**src/rtl/core/split_direct_mapped_tlb_assert.svh**
```systemverilog
// Assertion macros shared by the translation buffer modules.
// Each macro names the assertion, the clock, the reset that disables it,
// the condition, the consequence and the message.
`ifndef SPLIT_DIRECT_MAPPED_TLB_ASSERT_SVH
`define SPLIT_DIRECT_MAPPED_TLB_ASSERT_SVH

// Consequence must hold in the same cycle as the condition.
`define SDTLB_ASSERT_SAME(label, clk, rst, cond, cons, msg) \
  label: assert property (@(posedge clk) disable iff (rst) (cond) |-> (cons)) \
    else $error(msg);

// Consequence must hold in the cycle after the condition.
`define SDTLB_ASSERT_NEXT(label, clk, rst, cond, cons, msg) \
  label: assert property (@(posedge clk) disable iff (rst) (cond) |=> (cons)) \
    else $error(msg);

`endif

```
**src/rtl/core/sdtlb_pkg.sv**
```systemverilog
// ----------------------------------------------------------------------------
// sdtlb_pkg
// Shared types and constants of the split direct-mapped translation buffer.
// ----------------------------------------------------------------------------
`default_nettype none

package sdtlb_pkg;

  // Fixed field widths of the request and result ports.
  localparam int ADDR_W = 32;
  localparam int DATA_W = 32;
  localparam int SLOT_OUT_W = 6;

  // Default geometry.
  localparam int INSTR_INDEX_BITS_DEF = 6;
  localparam int DATA_INDEX_BITS_DEF = 6;
  localparam int PAGE_SHIFT_DEF = 12;

  // Request operation codes.
  typedef enum logic [1:0] {
    OP_LOOKUP  = 2'd0,
    OP_FILL    = 2'd1,
    OP_INV_SEL = 2'd2,
    OP_INV_ALL = 2'd3
  } op_t;

  // Write commands for one table.
  typedef struct packed {
    logic fill;
    logic clear;
  } tbl_cmd_t;

  // Control of a request on its way from the read stage to the result stage.
  typedef struct packed {
    logic                  valid;
    logic                  lookup;
    logic                  is_data;
    logic [SLOT_OUT_W-1:0] slot;
  } stage_ctrl_t;

endpackage

`default_nettype wire

```
**src/rtl/core/sdtlb_resp.sv**
```systemverilog
// ----------------------------------------------------------------------------
// sdtlb_resp
// Page compare on the table read data and the result register.
// ----------------------------------------------------------------------------
`default_nettype none

`include "split_direct_mapped_tlb_assert.svh"

module sdtlb_resp #(
  parameter int PAGE_W = sdtlb_pkg::ADDR_W - sdtlb_pkg::PAGE_SHIFT_DEF
) (
  input  wire                                clk,
  input  wire                                rst,
  input  wire sdtlb_pkg::stage_ctrl_t        ctrl,
  input  wire [PAGE_W-1:0]                   req_page,
  input  wire                                i_valid,
  input  wire [PAGE_W-1:0]                   i_page,
  input  wire [sdtlb_pkg::DATA_W-1:0]        i_payload,
  input  wire                                d_valid,
  input  wire [PAGE_W-1:0]                   d_page,
  input  wire [sdtlb_pkg::DATA_W-1:0]        d_payload,
  output logic                               done,
  output logic                               hit,
  output logic [sdtlb_pkg::DATA_W-1:0]       found_data,
  output logic [sdtlb_pkg::SLOT_OUT_W-1:0]   slot_index
);

  logic                         sel_valid;
  logic [PAGE_W-1:0]            sel_page;
  logic [sdtlb_pkg::DATA_W-1:0] sel_payload;
  logic                         hit_next;

  // Select the addressed table and compare the stored page.
  always_comb begin
    sel_valid   = ctrl.is_data ? d_valid : i_valid;
    sel_page    = ctrl.is_data ? d_page : i_page;
    sel_payload = ctrl.is_data ? d_payload : i_payload;
    hit_next    = ctrl.valid && ctrl.lookup && sel_valid && (sel_page == req_page);
  end

  // Result register; the strobe and hit flag are reset.
  always_ff @(posedge clk) begin
    if (rst) begin
      done <= 1'b0;
      hit  <= 1'b0;
    end else begin
      done <= ctrl.valid;
      hit  <= hit_next;
    end
    found_data <= hit_next ? sel_payload : '0;
    slot_index <= ctrl.slot;
  end

  `SDTLB_ASSERT_SAME(a_hit_only_with_done, clk, rst, hit, done, "hit without result strobe")
  `SDTLB_ASSERT_SAME(a_miss_data_zero, clk, rst, done && !hit, found_data == '0, "data on a miss")

endmodule

`default_nettype wire

```
**config.mk**
```make
export PLATFORM = sky130hd
export DESIGN_NAME = sdtlb_resp
export DESIGN_NICKNAME = d
export VERILOG_FILES = /design/src/rtl/core/sdtlb_pkg.sv /design/src/rtl/core/sdtlb_resp.sv
export VERILOG_INCLUDE_DIRS = /design/src /design/src/rtl/core
export SDC_FILE = /design/constraint.sdc
export NUM_CORES = 1
export LEC_CHECK = 0
export BUFFER_PORTS_ARGS = -buffer_cell sky130_fd_sc_hd__buf_4
export CAP_MARGIN = 30
export CELL_PAD_IN_SITES_DETAIL_PLACEMENT = 2
export CELL_PAD_IN_SITES_GLOBAL_PLACEMENT = 2
export CORE_MARGIN = 3
export CORE_UTILIZATION = 21
export DETAILED_ROUTE_END_ITERATION = 8
export GPL_ROUTABILITY_DRIVEN = 0
export PLACE_DENSITY_LB_ADDON = 0.1
export SYNTH_ARGS = -nofsm -noshare
export SYNTH_HDL_FRONTEND = slang
export SYNTH_SLANG_ARGS = --single-unit
export TNS_END_PERCENT = 10
```
**constraint.sdc**
```tcl
create_clock -name clk -period 1.9 [get_ports clk]
set_input_delay 0.095 -clock clk [delete_from_list [all_inputs] [get_ports clk]]
set_output_delay 0.095 -clock clk [all_outputs]
set_load 0.01 [all_outputs]
```
; ---- Yosys cells after proc, flatten, opt, wreduce, memory -nomap -nowiden
; Cells that the tools add are included.
[word_totals]
register_bits = 40
latch_bits = 0
ram_bits = 0
romBits = 0
input_bits = 137
elab_cells = 11
n_memories = 0
[classes]
n_addsub = 0
mul = 0
n_div = 0
n_lt_le_gt_ge = 0
n_eq_ne = 1
shift = 0
mux = 3
n_bitwise = 0
reduce_logical = 3
[ops]
columns = op, n
row1 = 2-to-1 mux 32 bit, 1
row2 = equality test 20 bit, 1
row3 = 2-to-1 mux 20 bit, 1
row4 = logical AND 1 bit, 3
row5 = 2-to-1 mux 1 bit, 1

; ---- Logic depth before layout (Yosys ltp)
[depth]
word_depth = 3
depth_mapped = 8
ltp_nobuf = 5

; ---- Worst setup path before layout
; Ideal clock, no wire load.
[synth_timing]
kind = input to register
from = input port ctrl[6] in the netlist's numbering
to = register found_data[0] in the netlist's numbering
setup_time_ps = 89
t_arrival_ps = 1523
required_time_ps = 1811
path_slack_ps = 288
path_stages = 8
n_path_buf = 3
cell_sequence = buf_6 -> buf_12 -> mux2i_1 -> xnor2_1 -> nor4_2 -> nand4_2 -> buf_6 -> nor4_2
[synth_via]
elab_chain_len = 3
[synth_rtl]
columns = item, line_no
row1 = from (decl), sdtlb_resp.sv:14  ; input wire sdtlb_pkg::stage_ctrl_t ctrl,
row2 = 2-to-1 mux 20 bit / 2-to-1 mux 1 bit (equally long branches), "sdtlb_resp.sv:36, sdtlb_resp.sv:35"
row3 = equality test 20 bit / logical AND 1 bit (equally long branches), sdtlb_resp.sv:38  ; hit_next = ctrl.valid && ctrl.lookup && sel_valid && (sel_page == req_page);
row4 = logical AND 1 bit, sdtlb_resp.sv:38
row5 = to (signal assigned), sdtlb_resp.sv:50  ; found_data <= hit_next ? sel_payload : '0;
row6 = to (decl), sdtlb_resp.sv:24  ; output logic [sdtlb_pkg::DATA_W-1:0] found_data,
; Parallel ways exist; a longest one is shown, timed or not.
; A chain may end at the register's enable or synchronous reset.

; ---- Worst setup path after layout
[layout_timing]
from = input port ctrl[6] in the netlist's numbering
to = register found_data[17] in the netlist's numbering
; The elaborated chain is that of the path after synthesis.

==> summary.txt <==
status: completed
Die Span X: 105 µm
Die H: 105 µm
Final HPWL DP: 6130 µm
start point of the worst min-delay path: ctrl[8]
Post-Syn Instances: 170
WS Path Type: primary input to register
power density cells: 506 nW/µm²
# fillers: 1042
H-tree lvl count: 2
clock sinks: 40
Worst Path Arrival: 1.73 ns
Final Hold Fails: 0
Critical Path Source Type: primary input
Req. time, crit path: 2.10 ns
core area: 9420 µm²
Max Buffers Root-to-Sink: 2
max_slew headroom: 0.763
DR pass1 iterations: 4
input/output buffers: 176
area of the multi-input gates: 1170 µm²
Layout Utilization: 0.395
Least-Margin Pin Slew: 0.352 ns
final setup TNS: 0 ns
sequential fraction of the synthesis area: 0.386
vias in the first global route: 2329
final WL: 7500 µm
Synth area leaders: dfxtp_1 (39%), mux2i_1 (25%), nor4_2 (19%)
share of cells above drive strength 1: 0.640
Pleak: 1.72 nW
area share of the largest cell type after synthesis: 0.386
Synth area leader: dfxtp_1
antenna diode count: 0
Cells after DPL: 467
crit-path max cell delay: 0.29 ns
clock buffer count from CTS: 5
most frequent cells in the layout: buf_4 (179), mux2i_1 (52), dfxtp_1 (40)
Max IR drop VDD: 0.215 mV
fmax: 652 MHz
Seq cells post-synth: 40
Area Overhead vs Synth: 79.0%
GRT Total Usage: 0.129
endpoint class of the critical path: register
total number of vias: 2070
Crit path depth: 8
initial antenna violation count: 0
Clock Tree Root: clkbuf_8
Slowest cell on crit path: nor4_2
most common cell after layout, fill and taps aside: buf_4
crit path to: found_data[17]
Post-Syn Area per Cell: 12.2 µm²
fin crit share: 0.807
vias per cell: 4.29
first-pass GRT wire length: 11600 µm
Remaining Overflow, GRT: 0
CP top delay family: simple AND/OR/NAND/NOR gates
ANT nets after route: 0
initial DRC count: 28
critical path startpoint: ctrl[6]
Final Non-Filler Cells: 482
I/O pins: 177
NumNets Final: 489
Final Setup Violations: 0
RSZ-0062 raised after global routing: no
die area: 11100 µm²
Resized Gates After CTS: 0
crit-path cells: buf_4, buf_4, mux2i_1, xnor2_1, nor4_2, nand4_2, buf_12, nor4_2
drt wl/cell: 15.6 µm
hold crit path type: primary input to register
CP max FO: 33
DRC violations left: 0
max-slew violations: 0
Rows: 35
Reg area: 801 µm²
syn nets: 307
initial core utilization: 0.220
Cell Area, Synth: 2080 µm²
Synth warnings: 0
crit path time final: 1.53 ns
crit path buf inv count: 3
Netlist cell types: 16
TritonCTS clock tree: built
Clk pin slew, worst setup/hold paths: 0.08 ns
largest net degree at the start of global routing: 34
max cap viols: 0
## timing repair
item | 4_1_cts | 5_1_grt
setup endpoints to repair | 0 | 0
hold buffers | 7 | 0
setup buffers | 0 | 0
hold endpoints to repair | 8 | 0
## how the worst min path moves through the flow
stage,end,cells past startpoint
floorplan,slot_index[0],0
CTS,done,2
finish,done,2
global placement,slot_index[5],1
global route,done,2
detailed placement,slot_index[3],1
## cells in the mapped netlist (all sizes together)
| cell type | count |
|---|---|
| mux2i | 52 |
| xor2 | 5 |
| dfxtp | 40 |
| clkbuf | 3 |
| nand4 | 1 |
| nand2 | 1 |
| nor2b | 1 |
| nor4 | 37 |
| nand3 | 2 |
| xnor2 | 15 |
| mux2 | 1 |
| buf | 12 |
## cells by family (layout without fill, tap and decap cells)
family / count (synthesis) / in the layout / share of synthesized area
xor+xnor: 20 / 20 / 0.0844
simple gates: 42 / 42 / 0.221
buf+inv: 15 / 198 / 0.0530
mux: 53 / 53 / 0.256
flops: 40 / 40 / 0.386
## registers in the layout, summed over array words and instances, names as in the netlist
signal,flops
done,1
found_data,32
hit,1
slot_index,6
## metal layers
metal / wire length (µm) / share of wire / track usage / vias to the layer above
met5: 0 / 0 / 0 / -
met4: 76 / 0.010 / 0.0366 / 0
met3: 742 / 0.099 / 0.0496 / 7
met2: 3990 / 0.53 / 0.240 / 103
met1: 2690 / 0.36 / 0.135 / 964
li1: - / - / - / 996
## area by class of cell
cell class / count / area share
multi-input cells: 115 / 0.315
clock inverters: 3 / 0.00505
repair buffers: 190 / 0.402
clock buffers: 5 / 0.0185
flip-flops and latches: 40 / 0.215
well taps: 129 / 0.0434
## metrics by stage
stage	area [µm²]	worst slack (ns)	total power [mW]	hold WS, ns
after floorplan	2080	0.288	1.07	0.123
after global placement	3560	0.120	1.34	0.200
after detailed placement	3560	0.0258	1.35	0.201
after CTS	3720	0.329	1.92	0.0465
after global routing	3720	0.205	2.00	0.0670
final	3720	0.367	1.88	0.0488
## power breakdown
| group | switching (mW) | leakage (nW) | total, mW | internal (mW) |
|---|---|---|---|---|
| Sequential | 0.00239 | 0.325 | 0.848 | 0.845 |
| Combinational | 0.183 | 1.34 | 0.482 | 0.300 |
| Clock | 0.293 | 0.0479 | 0.548 | 0.256 |
No activity file was read; power rests on OpenSTA's default activity.
